==> src/rtl/rdmp_pkg.sv <==
// ----------------------------------------------------------------------------
// rdmp_pkg: shared types and constants of the RDM response frame parser
// Status codes, field capture codes, command class and response type codes
// and the classified byte handed from the front end to the back end.
// ----------------------------------------------------------------------------
package rdmp_pkg;

	localparam int MAX_PARAM_BYTES = 231;
	localparam int HEADER_BYTES    = 24;

	localparam logic [7:0] START_CODE     = 8'hCC;
	localparam logic [7:0] SUB_START_CODE = 8'h01;
	localparam logic [9:0] COUNT_MAX      = 10'd1023;
	localparam logic [9:0] MIN_BYTES_RST  = 10'd26;

	// Running sum seed once the start pair is seen: 0xCC + 0x01
	localparam logic [15:0] SUM_SEED = 16'(START_CODE) + 16'(SUB_START_CODE);

	// Frame offsets of the header fields
	localparam logic [8:0] OFF_LENGTH    = 9'd2;
	localparam logic [8:0] OFF_UID_FIRST = 9'd9;
	localparam logic [8:0] OFF_UID_LAST  = 9'd14;
	localparam logic [8:0] OFF_COUNT     = 9'd17;
	localparam logic [8:0] OFF_CLASS     = 9'd20;
	localparam logic [8:0] OFF_PID_HI    = 9'd21;
	localparam logic [8:0] OFF_PID_LO    = 9'd22;
	localparam logic [8:0] OFF_PLEN      = 9'd23;

	// Command class low nibbles
	localparam logic [3:0] CC_ACK       = 4'h1;
	localparam logic [3:0] CC_ACK_TIMER = 4'h2;
	localparam logic [3:0] CC_NACK      = 4'h3;

	// Response type codes
	localparam logic [1:0] RT_ACK       = 2'd0;
	localparam logic [1:0] RT_ACK_TIMER = 2'd1;
	localparam logic [1:0] RT_NACK      = 2'd2;
	localparam logic [1:0] RT_INVALID   = 2'd3;

	typedef enum logic [2:0] {
		ST_OK,
		ST_SHORT,
		ST_NO_SYNC,
		ST_BAD_LENGTH,
		ST_BAD_CHECKSUM
	} status_t;

	typedef enum logic [2:0] {
		CAP_NONE,
		CAP_UID,
		CAP_COUNT,
		CAP_CLASS,
		CAP_PID,
		CAP_LENGTH,
		CAP_SUM_HI,
		CAP_SUM_LO
	} cap_t;

	typedef enum logic {
		KIND_PARAM,
		KIND_STATUS
	} kind_t;

	// One classified buffer byte
	typedef struct packed {
		logic [7:0] data_byte;
		logic       last;
		logic       sync_start;
		logic       sum_add;
		cap_t       cap;
		logic       emit;
		logic [7:0] pidx;
		status_t    pre_status;   // ST_OK here means the checksum still decides
		logic       len_bad;
	} op_t;

endpackage

==> src/rtl/rdmp_if.sv <==
// ----------------------------------------------------------------------------
// rdmp_in_if / rdmp_out_if: byte and result channels
// Valid/ready channels; a transaction moves when valid and ready are high.
// ----------------------------------------------------------------------------
interface rdmp_in_if;
	logic       valid;
	logic       ready;
	logic [7:0] data_byte;
	logic       last;

	modport source (output valid, output data_byte, output last, input ready);
	modport sink (input valid, input data_byte, input last, output ready);
endinterface

interface rdmp_out_if;
	logic        valid;
	logic        ready;
	logic        kind;
	logic [7:0]  param_byte;
	logic [7:0]  param_index;
	logic [2:0]  status;
	logic [47:0] resp_uid;
	logic [1:0]  resp_type;
	logic [7:0]  msg_count;
	logic [15:0] pid;
	logic [7:0]  param_length;

	modport source (output valid, output kind, output param_byte, output param_index,
		output status, output resp_uid, output resp_type, output msg_count,
		output pid, output param_length, input ready);
	modport sink (input valid, input kind, input param_byte, input param_index,
		input status, input resp_uid, input resp_type, input msg_count,
		input pid, input param_length, output ready);
endinterface

==> src/rtl/rdmp_front.sv <==
// ----------------------------------------------------------------------------
// rdmp_front: byte classifier
// Tracks sync, frame offset and length per buffer and tags each byte with
// the work the back end has to do on it.
// ----------------------------------------------------------------------------
module rdmp_front (
	input  logic           clk,
	input  logic           arst_n,
	input  logic           cfg_we,
	input  logic [9:0]     cfg_wdata,
	rdmp_in_if.sink        rx,
	output rdmp_pkg::op_t  op,
	output logic           op_valid,
	input  logic           op_ready
);
	import rdmp_pkg::*;

	logic [9:0] min_bytes_q;
	logic [7:0] prev_q;
	logic       sync_q;
	logic [8:0] off_q;
	logic [9:0] count_q;
	logic [7:0] flen_q;
	logic       cmpl_q;
	logic [7:0] plen_q;

	logic       sync_n;
	logic [8:0] off_n;
	logic [9:0] count_n;
	logic [7:0] flen_n;
	logic       cmpl_n;
	logic [7:0] plen_n;
	logic [8:0] rel;
	logic       accept;

	assign accept   = rx.valid && op_ready;
	assign rx.ready = op_ready;
	assign op_valid = rx.valid;

	always_comb begin
		sync_n  = sync_q;
		off_n   = off_q;
		flen_n  = flen_q;
		cmpl_n  = cmpl_q;
		plen_n  = plen_q;
		count_n = (count_q == COUNT_MAX) ? count_q : count_q + 10'd1;
		rel     = '0;

		op            = '0;
		op.data_byte  = rx.data_byte;
		op.last       = rx.last;
		op.cap        = CAP_NONE;
		op.pre_status = ST_OK;

		if (!sync_q) begin
			if (prev_q == START_CODE && rx.data_byte == SUB_START_CODE) begin
				sync_n        = 1'b1;
				off_n         = 9'd1;
				op.sync_start = 1'b1;
			end
		end else if (!cmpl_q) begin
			off_n = off_q + 9'd1;
			if (off_n == OFF_LENGTH)
				flen_n = rx.data_byte;
			op.sum_add = (off_n >= OFF_LENGTH) && (off_n < {1'b0, flen_n});
			if (off_n >= OFF_UID_FIRST && off_n <= OFF_UID_LAST)
				op.cap = CAP_UID;
			if (off_n == OFF_COUNT)
				op.cap = CAP_COUNT;
			if (off_n == OFF_CLASS)
				op.cap = CAP_CLASS;
			if (off_n == OFF_PID_HI || off_n == OFF_PID_LO)
				op.cap = CAP_PID;
			if (off_n == OFF_PLEN) begin
				op.cap = CAP_LENGTH;
				plen_n = rx.data_byte;
			end
			if ({1'b0, flen_n} >= 9'(HEADER_BYTES)) begin
				rel = off_n - 9'(HEADER_BYTES);
				if (off_n == {1'b0, flen_n})
					op.cap = CAP_SUM_HI;
				if (off_n == {1'b0, flen_n} + 9'd1) begin
					op.cap = CAP_SUM_LO;
					cmpl_n = 1'b1;
				end
				if (off_n >= 9'(HEADER_BYTES) && off_n < {1'b0, flen_n}
					&& rel < {1'b0, plen_n} && rel < 9'(MAX_PARAM_BYTES)) begin
					op.emit = 1'b1;
					op.pidx = rel[7:0];
				end
			end
		end

		// Status up to the checksum compare, which needs the back end's sums
		if (count_n < min_bytes_q)
			op.pre_status = ST_SHORT;
		else if (!sync_n)
			op.pre_status = ST_NO_SYNC;
		else if ({1'b0, flen_n} < 9'(HEADER_BYTES) || !cmpl_n)
			op.pre_status = ST_BAD_LENGTH;
		op.len_bad = ({1'b0, plen_n} > 9'(MAX_PARAM_BYTES))
			|| ((9'(HEADER_BYTES) + {1'b0, plen_n}) > {1'b0, flen_n});
	end

	always_ff @(posedge clk or negedge arst_n) begin
		if (!arst_n) begin
			min_bytes_q <= MIN_BYTES_RST;
			prev_q      <= '0;
			sync_q      <= 1'b0;
			off_q       <= '0;
			count_q     <= '0;
			flen_q      <= '0;
			cmpl_q      <= 1'b0;
			plen_q      <= '0;
		end else begin
			if (cfg_we)
				min_bytes_q <= cfg_wdata;
			if (accept) begin
				if (rx.last) begin
					// drop all per-buffer state
					prev_q  <= '0;
					sync_q  <= 1'b0;
					off_q   <= '0;
					count_q <= '0;
					flen_q  <= '0;
					cmpl_q  <= 1'b0;
					plen_q  <= '0;
				end else begin
					prev_q  <= rx.data_byte;
					sync_q  <= sync_n;
					off_q   <= off_n;
					count_q <= count_n;
					flen_q  <= flen_n;
					cmpl_q  <= cmpl_n;
					plen_q  <= plen_n;
				end
			end
		end
	end

endmodule

==> src/rtl/rdmp_queue.sv <==
// ----------------------------------------------------------------------------
// rdmp_queue: classified byte FIFO
// Short FIFO between the classifier and the executor.
// ----------------------------------------------------------------------------
module rdmp_queue #(
	parameter int DEPTH = 2
) (
	input  logic           clk,
	input  logic           arst_n,
	input  rdmp_pkg::op_t  push_op,
	input  logic           push_valid,
	output logic           push_ready,
	output rdmp_pkg::op_t  pop_op,
	output logic           pop_valid,
	input  logic           pop_ready
);
	import rdmp_pkg::*;

	localparam int AW = (DEPTH > 1) ? $clog2(DEPTH) : 1;
	localparam int CW = $clog2(DEPTH + 1);

	op_t           mem [DEPTH];
	logic [AW-1:0] wr_q;
	logic [AW-1:0] rd_q;
	logic [CW-1:0] cnt_q;
	logic          push;
	logic          pop;

	assign push_ready = (cnt_q != CW'(DEPTH));
	assign pop_valid  = (cnt_q != '0);
	assign pop_op     = mem[rd_q];
	assign push       = push_valid && push_ready;
	assign pop        = pop_valid && pop_ready;

	always_ff @(posedge clk) begin
		if (push)
			mem[wr_q] <= push_op;
	end

	always_ff @(posedge clk or negedge arst_n) begin
		if (!arst_n) begin
			wr_q  <= '0;
			rd_q  <= '0;
			cnt_q <= '0;
		end else begin
			if (push)
				wr_q <= (wr_q == AW'(DEPTH - 1)) ? '0 : wr_q + AW'(1);
			if (pop)
				rd_q <= (rd_q == AW'(DEPTH - 1)) ? '0 : rd_q + AW'(1);
			if (push && !pop)
				cnt_q <= cnt_q + CW'(1);
			else if (pop && !push)
				cnt_q <= cnt_q - CW'(1);
		end
	end

endmodule

==> src/rtl/rdmp_back.sv <==
// ----------------------------------------------------------------------------
// rdmp_back: frame executor
// Keeps the checksum and header fields, settles the final status and drives
// the registered result channel.
// ----------------------------------------------------------------------------
module rdmp_back (
	input  logic           clk,
	input  logic           arst_n,
	input  rdmp_pkg::op_t  op,
	input  logic           op_valid,
	output logic           op_ready,
	rdmp_out_if.source     result
);
	import rdmp_pkg::*;

	logic [15:0] sum_q, recv_q;
	logic [47:0] uid_q;
	logic [7:0]  count_q, class_q, plen_q;
	logic [15:0] pid_q;

	logic [15:0] sum_n, recv_n;
	logic [47:0] uid_n;
	logic [7:0]  count_n, class_n, plen_n;
	logic [15:0] pid_n;
	status_t     final_st;
	logic        pop;

	logic        valid_q;
	logic        kind_q;
	logic [7:0]  pbyte_q, pidx_q, mcount_q, plength_q;
	logic [2:0]  status_q;
	logic [47:0] suid_q;
	logic [1:0]  rtype_q;
	logic [15:0] rpid_q;

	function automatic logic [1:0] response_kind(input logic [7:0] cls);
		logic [1:0] r;
		case (cls[3:0])
			CC_ACK:       r = RT_ACK;
			CC_ACK_TIMER: r = RT_ACK_TIMER;
			CC_NACK:      r = RT_NACK;
			default:      r = RT_INVALID;
		endcase
		return r;
	endfunction

	assign op_ready = !valid_q || result.ready;
	assign pop      = op_valid && op_ready;

	always_comb begin
		sum_n   = sum_q;
		recv_n  = recv_q;
		uid_n   = uid_q;
		count_n = count_q;
		class_n = class_q;
		pid_n   = pid_q;
		plen_n  = plen_q;
		if (op.sync_start)
			sum_n = SUM_SEED;
		else if (op.sum_add)
			sum_n = sum_q + {8'd0, op.data_byte};
		case (op.cap)
			CAP_UID:    uid_n   = {uid_q[39:0], op.data_byte};
			CAP_COUNT:  count_n = op.data_byte;
			CAP_CLASS:  class_n = op.data_byte;
			CAP_PID:    pid_n   = {pid_q[7:0], op.data_byte};
			CAP_LENGTH: plen_n  = op.data_byte;
			CAP_SUM_HI: recv_n  = {op.data_byte, 8'd0};
			CAP_SUM_LO: recv_n  = recv_q | {8'd0, op.data_byte};
			default:    ;
		endcase

		final_st = op.pre_status;
		if (op.pre_status == ST_OK) begin
			if (sum_n != recv_n)
				final_st = ST_BAD_CHECKSUM;
			else if (op.len_bad)
				final_st = ST_BAD_LENGTH;
		end
	end

	always_ff @(posedge clk or negedge arst_n) begin
		if (!arst_n) begin
			sum_q   <= '0;
			recv_q  <= '0;
			uid_q   <= '0;
			count_q <= '0;
			class_q <= '0;
			pid_q   <= '0;
			plen_q  <= '0;
			valid_q <= 1'b0;
		end else begin
			// a pop implies the held result, if any, leaves this cycle
			if (pop)
				valid_q <= op.last || op.emit;
			else if (result.valid && result.ready)
				valid_q <= 1'b0;
			if (pop) begin
				if (op.last) begin
					sum_q   <= '0;
					recv_q  <= '0;
					uid_q   <= '0;
					count_q <= '0;
					class_q <= '0;
					pid_q   <= '0;
					plen_q  <= '0;
				end else begin
					sum_q   <= sum_n;
					recv_q  <= recv_n;
					uid_q   <= uid_n;
					count_q <= count_n;
					class_q <= class_n;
					pid_q   <= pid_n;
					plen_q  <= plen_n;
				end
			end
		end
	end

	// Result payload; header fields only travel with an ok status
	always_ff @(posedge clk) begin
		if (pop && (op.last || op.emit)) begin
			kind_q    <= op.last ? KIND_STATUS : KIND_PARAM;
			pbyte_q   <= op.last ? 8'd0 : op.data_byte;
			pidx_q    <= op.last ? 8'd0 : op.pidx;
			status_q  <= op.last ? final_st : ST_OK;
			if (op.last && final_st == ST_OK) begin
				suid_q    <= uid_n;
				rtype_q   <= response_kind(class_n);
				mcount_q  <= count_n;
				rpid_q    <= pid_n;
				plength_q <= plen_n;
			end else begin
				suid_q    <= '0;
				rtype_q   <= '0;
				mcount_q  <= '0;
				rpid_q    <= '0;
				plength_q <= '0;
			end
		end
	end

	assign result.valid         = valid_q;
	assign result.kind          = kind_q;
	assign result.param_byte    = pbyte_q;
	assign result.param_index   = pidx_q;
	assign result.status        = status_q;
	assign result.resp_uid      = suid_q;
	assign result.resp_type     = rtype_q;
	assign result.msg_count     = mcount_q;
	assign result.pid           = rpid_q;
	assign result.param_length  = plength_q;

endmodule

==> src/rtl/rdm_response_frame_parser.sv <==
// ----------------------------------------------------------------------------
// rdm_response_frame_parser: RDM response frame parser
// Parses one receive buffer per burst of bytes and reports parameter bytes
// and a final status per buffer.
// ----------------------------------------------------------------------------
// Takes one buffer byte per clock on rx, sustained while the result side is
// ready, with last marking the buffer end. A byte's result, if any, is
// registered in the queue entry and then in the executor output register
// (the classifier is combinational). The classifier tracks the start pair,
// frame offset and length; the executor holds the 16-bit checksum and
// header fields. Parameter bytes stream out as kind 0 and must be kept by
// the consumer only if the kind 1 status that ends the buffer is ok. A
// stalled result side backs up through the QUEUE_DEPTH-entry queue to
// rx.ready. The user must write min_buffer_bytes through cfg_we/cfg_wdata
// only while idle; the block itself does not enforce this.
module rdm_response_frame_parser #(
	parameter int QUEUE_DEPTH = 2
) (
	input  logic       clk,
	input  logic       arst_n,
	input  logic       cfg_we,
	input  logic [9:0] cfg_wdata,
	rdmp_in_if.sink    rx,
	rdmp_out_if.source result
);
	import rdmp_pkg::*;

	op_t  front_op;
	logic front_valid;
	logic front_ready;
	op_t  back_op;
	logic back_valid;
	logic back_ready;

	rdmp_front u_front (
		.clk       (clk),
		.arst_n    (arst_n),
		.cfg_we    (cfg_we),
		.cfg_wdata (cfg_wdata),
		.rx        (rx),
		.op        (front_op),
		.op_valid  (front_valid),
		.op_ready  (front_ready)
	);

	rdmp_queue #(
		.DEPTH (QUEUE_DEPTH)
	) u_queue (
		.clk        (clk),
		.arst_n     (arst_n),
		.push_op    (front_op),
		.push_valid (front_valid),
		.push_ready (front_ready),
		.pop_op     (back_op),
		.pop_valid  (back_valid),
		.pop_ready  (back_ready)
	);

	rdmp_back u_back (
		.clk      (clk),
		.arst_n   (arst_n),
		.op       (back_op),
		.op_valid (back_valid),
		.op_ready (back_ready),
		.result   (result)
	);

endmodule

==> src/flat_wrapper.sv <==
// flat-port wrapper written by rule: the top's interface ports become plain ports
module rdm_response_frame_parser_flat import rdmp_pkg::*;
#(
	parameter int QUEUE_DEPTH = 2
)
  (clk, arst_n, cfg_we, cfg_wdata, rx_valid, rx_data_byte, rx_last, rx_ready, result_valid, result_kind, result_param_byte, result_param_index, result_status, result_resp_uid, result_resp_type, result_msg_count, result_pid, result_param_length, result_ready);
  rdmp_in_if rx_i ();
  rdmp_out_if result_i ();
  input  logic clk;
  input  logic arst_n;
  input  logic cfg_we;
  input  logic [9:0] cfg_wdata;
  input wire logic [$bits(rx_i.valid)-1:0] rx_valid;
  input wire logic [$bits(rx_i.data_byte)-1:0] rx_data_byte;
  input wire logic [$bits(rx_i.last)-1:0] rx_last;
  output wire logic [$bits(rx_i.ready)-1:0] rx_ready;
  output wire logic [$bits(result_i.valid)-1:0] result_valid;
  output wire logic [$bits(result_i.kind)-1:0] result_kind;
  output wire logic [$bits(result_i.param_byte)-1:0] result_param_byte;
  output wire logic [$bits(result_i.param_index)-1:0] result_param_index;
  output wire logic [$bits(result_i.status)-1:0] result_status;
  output wire logic [$bits(result_i.resp_uid)-1:0] result_resp_uid;
  output wire logic [$bits(result_i.resp_type)-1:0] result_resp_type;
  output wire logic [$bits(result_i.msg_count)-1:0] result_msg_count;
  output wire logic [$bits(result_i.pid)-1:0] result_pid;
  output wire logic [$bits(result_i.param_length)-1:0] result_param_length;
  input wire logic [$bits(result_i.ready)-1:0] result_ready;
  assign rx_i.valid = rx_valid;
  assign rx_i.data_byte = rx_data_byte;
  assign rx_i.last = rx_last;
  assign rx_ready = rx_i.ready;
  assign result_valid = result_i.valid;
  assign result_kind = result_i.kind;
  assign result_param_byte = result_i.param_byte;
  assign result_param_index = result_i.param_index;
  assign result_status = result_i.status;
  assign result_resp_uid = result_i.resp_uid;
  assign result_resp_type = result_i.resp_type;
  assign result_msg_count = result_i.msg_count;
  assign result_pid = result_i.pid;
  assign result_param_length = result_i.param_length;
  assign result_i.ready = result_ready;
  rdm_response_frame_parser #(.QUEUE_DEPTH(QUEUE_DEPTH)) u_core (.clk(clk), .arst_n(arst_n), .cfg_we(cfg_we), .cfg_wdata(cfg_wdata), .rx(rx_i), .result(result_i));
endmodule
==> config.mk <==
export PLATFORM = sky130hd
export DESIGN_NAME = rdm_response_frame_parser_flat
export DESIGN_NICKNAME = d
export VERILOG_FILES = /design/src/rtl/rdmp_pkg.sv /design/src/rtl/rdmp_if.sv /design/src/rtl/rdmp_front.sv /design/src/rtl/rdmp_queue.sv /design/src/rtl/rdmp_back.sv /design/src/rtl/rdm_response_frame_parser.sv /design/src/flat_wrapper.sv
export SDC_FILE = /design/constraint.sdc
export NUM_CORES = 1
export LEC_CHECK = 0
export BUFFER_PORTS_ARGS = -buffer_cell sky130_fd_sc_hd__buf_4
export CORE_MARGIN = 2
export CORE_UTILIZATION = 50
export CTS_CLUSTER_DIAMETER = 30
export DETAILED_ROUTE_END_ITERATION = 10
export PLACE_DENSITY = 0.68
export SETUP_SLACK_MARGIN = 0.1
export SYNTH_ARGS = -nofsm -noshare
export SYNTH_HDL_FRONTEND = slang
export SYNTH_HIERARCHICAL = 1
export SYNTH_SLANG_ARGS = --single-unit
export TNS_END_PERCENT = 30
==> constraint.sdc <==
create_clock -name clk -period 7.5 [get_ports clk]
set_input_delay 0 -clock clk [delete_from_list [all_inputs] [get_ports clk]]
set_output_delay 0 -clock clk [all_outputs]
set_load 0.01 [all_outputs]
==> results.cfg <==
[sta]
worstMarginPinSlew_ps = 1120
min_period_ps = 5840
slew_viol_final = 0
layout_setup_ws_ps = 1660
hold_violations = 0
period_share = 0.779
worst_clock_skew_ps = 29.5
finalSetupViolCount = 0
fin_tns_setup_ps = 0
slew_headroom = 0.250
max_freq_ghz = 0.171
rsz0062_at_grt = no

[critical_path]
cp.depth = 12
critical-path-slowest-cell = dfrtp_1
cp-start-kind = flop
setup.worst_path.end_class = flop
setup.worst_path.class = flop to flop
reg2reg_from = u_core/u_queue/rd_q$_DFFE_PN0P_
max_stage_delay_ps = 960
path_delay_family = simple AND/OR/NAND/NOR gates
startpoint = u_core/u_queue/rd_q$_DFFE_PN0P_
critical_path_buf_inv_count = 1
endpoint = u_core/u_back/result.resp_uid[47]$_SDFFCE_PN0P_
arrival_ps = 6270
crit_fanout = 47
timing.critical_path.cells = mux2_4 > ha_1 > fa_1 > a211oi_1 > nor3_1 > nor3_2 > nor4bb_1 > o21bai_1 > a2111oi_2 > nand4_4 > buf_4 > a21oi_1
ff2ff_setup_slack_ps = 1660
r2r_cells = 12
r2r-end = u_core/u_back/result.resp_uid[47]$_SDFFCE_PN0P_
crit_required_ps = 7930

[synth]
syn_inst = 1698
synth.yosys.seq_area_share = 0.511
synth_top_area_cell = edfxtp_1
ys_types = 102
syn_area_um2 = 17800
synth_top_flop_cell = dfrtp_1
avgSynthCellArea_um2 = 10.5
ys_warn_count = 6
syn-num-nets = 1772
async_flop_share = 0.530
synth_top_area_frac = 0.263
synth_edf_count = 156
synth_area_leaders = edfxtp_1 (26%), dfrtp_1 (24%), nand2_1 (6.7%)
ys_ff_latch = 332

[floorplan]
rows = 69
num_io_pins = 128
die_y_um = 193
start_util = 0.504
die_area_um2 = 37100
core_area_um2 = 35300
die_x_um = 193

[cts]
clock_latency_ps = 600
cts_sinks = 332
path_clk_slew_ps = 50
clock_tree.buffer_depth = 3
cts_buffers = 79
cts_tree = yes
cts_htree_levels = 3
cts.repair.resized = 0
cts_root_buf = clkbuf_16

[placement]
dp_cells = 2190
io_buffers = 127
gp_congestion = 0.886
dp_slack_ps = 1730
hpwlAfterDp_um = 29100

[power]
peakVddDrop_mv = 0.304
power_density_nw_per_um2 = 415
p_leak_nw = 8.94

[routing]
drc_errors = 0
drtIter0Drc = 1082
firstDrtPassIters = 6
vias = 13800
routed_wl_um = 45800
vias_per_cell = 5.81
wire_per_inst_um = 19.2
drtAntennaViolNets = 0

[layout]
num_antenna_cells = 0
nNetsFinal = 1928
final_layout_size_suffix_gt1_frac = 0.225
synthToLayoutAreaGrowth_pct = 24.5
fin_util = 0.628
fin_cells = 2382

[global_route]
antenna_found_initial = 0
grt_max_degree = 82
overflow = 0
grt_pass1_wl_um = 73400
grt_use_total = 0.252
grt_pass1_vias = 13700

[job]
cap_viol_max_count = 0

[min_path]
hold_class = input pin to flop

[outcome]
status = complete, no violations
-- layer usage --
metal	wire, um	track usage
met5	0	0
met4	903	0.0872
met3	2820	0.0462
met2	22100	0.417
met1	20000	0.333
-- power by group --
part	switching, W	internal, W	total (W)
sequential	0.000298	0.00255	0.00284
clock	0.00114	0.00243	0.00357
combinational	0.00176	0.00101	0.00278
-- stage by stage --
step | hold WS (ps) | total power, W | cell area, um2
after floorplan | -296 | 0.00462 | 17800
after global placement | 12.2 | 0.00558 | 18900
after detailed placement | 8.26 | 0.00561 | 18900
after CTS | 189 | 0.00924 | 22200
after global routing | 221 | 0.00966 | 22200
final | 207 | 0.00919 | 22200
-- worst min-delay path by stage --
stage	cells past startpoint	startpoint	to	slack, ps
after global routing	2	rx_data_byte[1]	u_core/u_queue/mem[1][20]$_DFFE_PP_	220
after floorplan	0	arst_n	u_core/u_back/class_q[0]$_DFFE_PN0P_	-300
final	2	rx_data_byte[1]	u_core/u_queue/mem[1][20]$_DFFE_PP_	210
after CTS	2	rx_data_byte[1]	u_core/u_queue/mem[1][20]$_DFFE_PP_	190
after detailed placement	1	arst_n	u_core/u_front/min_bytes_q[7]$_DFFE_PN0P_	8
after global placement	1	arst_n	u_core/u_front/min_bytes_q[8]$_DFFE_PN0P_	10
-- sequential cells by signal, indices dropped and copies added, names as in the netlist, 9 cells and up --
register / count
u_core/u_back/pid_q: 16
u_core/u_back/recv_q: 16
u_core/u_back/result.pid: 16
u_core/u_back/result.resp_uid: 48
u_core/u_back/sum_q: 16
u_core/u_back/uid_q: 48
u_core/u_front/count_q: 10
u_core/u_front/min_bytes_q: 10
u_core/u_front/off_q: 9
u_core/u_queue/mem: 54
-- cell usage after synthesis, types with 14 or more instances --
cell and number:
ha_1 49, nand3_1 39, nand3b_1 17, o21ai_0 118
mux2i_1 40, nand4_1 14, a21oi_1 49, edfxtp_1 156
o31ai_1 16, nand2b_1 22, nor2_1 71, clkbuf_1 70
xnor2_1 28, inv_1 46, mux2_4 19, a22o_1 62
nor2b_1 16, dfrtp_1 173, a21o_1 15, a21oi_2 71
nand2_1 319, buf_4 14, mux2_2 14, xor2_1 19
-- area by class of cell --
type	count	area [um2]
Timing Repair Buffer	190	1560
Fill cell	2728	13100
Sequential cell	332	9090
Tap cell	461	577
Multi-Input combinational cell	1202	7940
Clock buffer	99	2220
Inverter	49	184
Clock inverter	49	603
-- cell usage in the layout (no fill, tap or decap), types with 14 or more instances in the layout --
cell type and count:
inv_1 46, nand3b_1 17, xor2_1 19, a21oi_1 49, mux2i_1 40, a21o_1 15, nand2_1 319, o31ai_1 16
ha_1 49, mux2_4 19, dlygate4sd3_1 43, mux2_2 14, nand3_1 39, xnor2_1 28, a21oi_2 71, clkbuf_16 84
o21ai_0 117, nor2b_1 16, a22o_1 62, buf_4 145, nand4_1 14, nand2b_1 22, nor2_1 68, edfxtp_1 156
dfrtp_1 173
-- timing repair --
action	CTS	global route
setup buffers	0	0
hold endpoints to repair	107	0
setup endpoints to repair	0	0
hold buffers	44	0
-- cell families after synthesis --
logic type / count (synthesis) / synth area share
compound gates: 445 / 0.181
other cells: 1 / 0.000211
mux: 75 / 0.0494
simple gates: 582 / 0.153
flops: 332 / 0.511
xor+xnor: 48 / 0.0240
buf+inv: 164 / 0.0450
fa+ha+maj: 51 / 0.0361
Power figures use the tool's default switching activity.
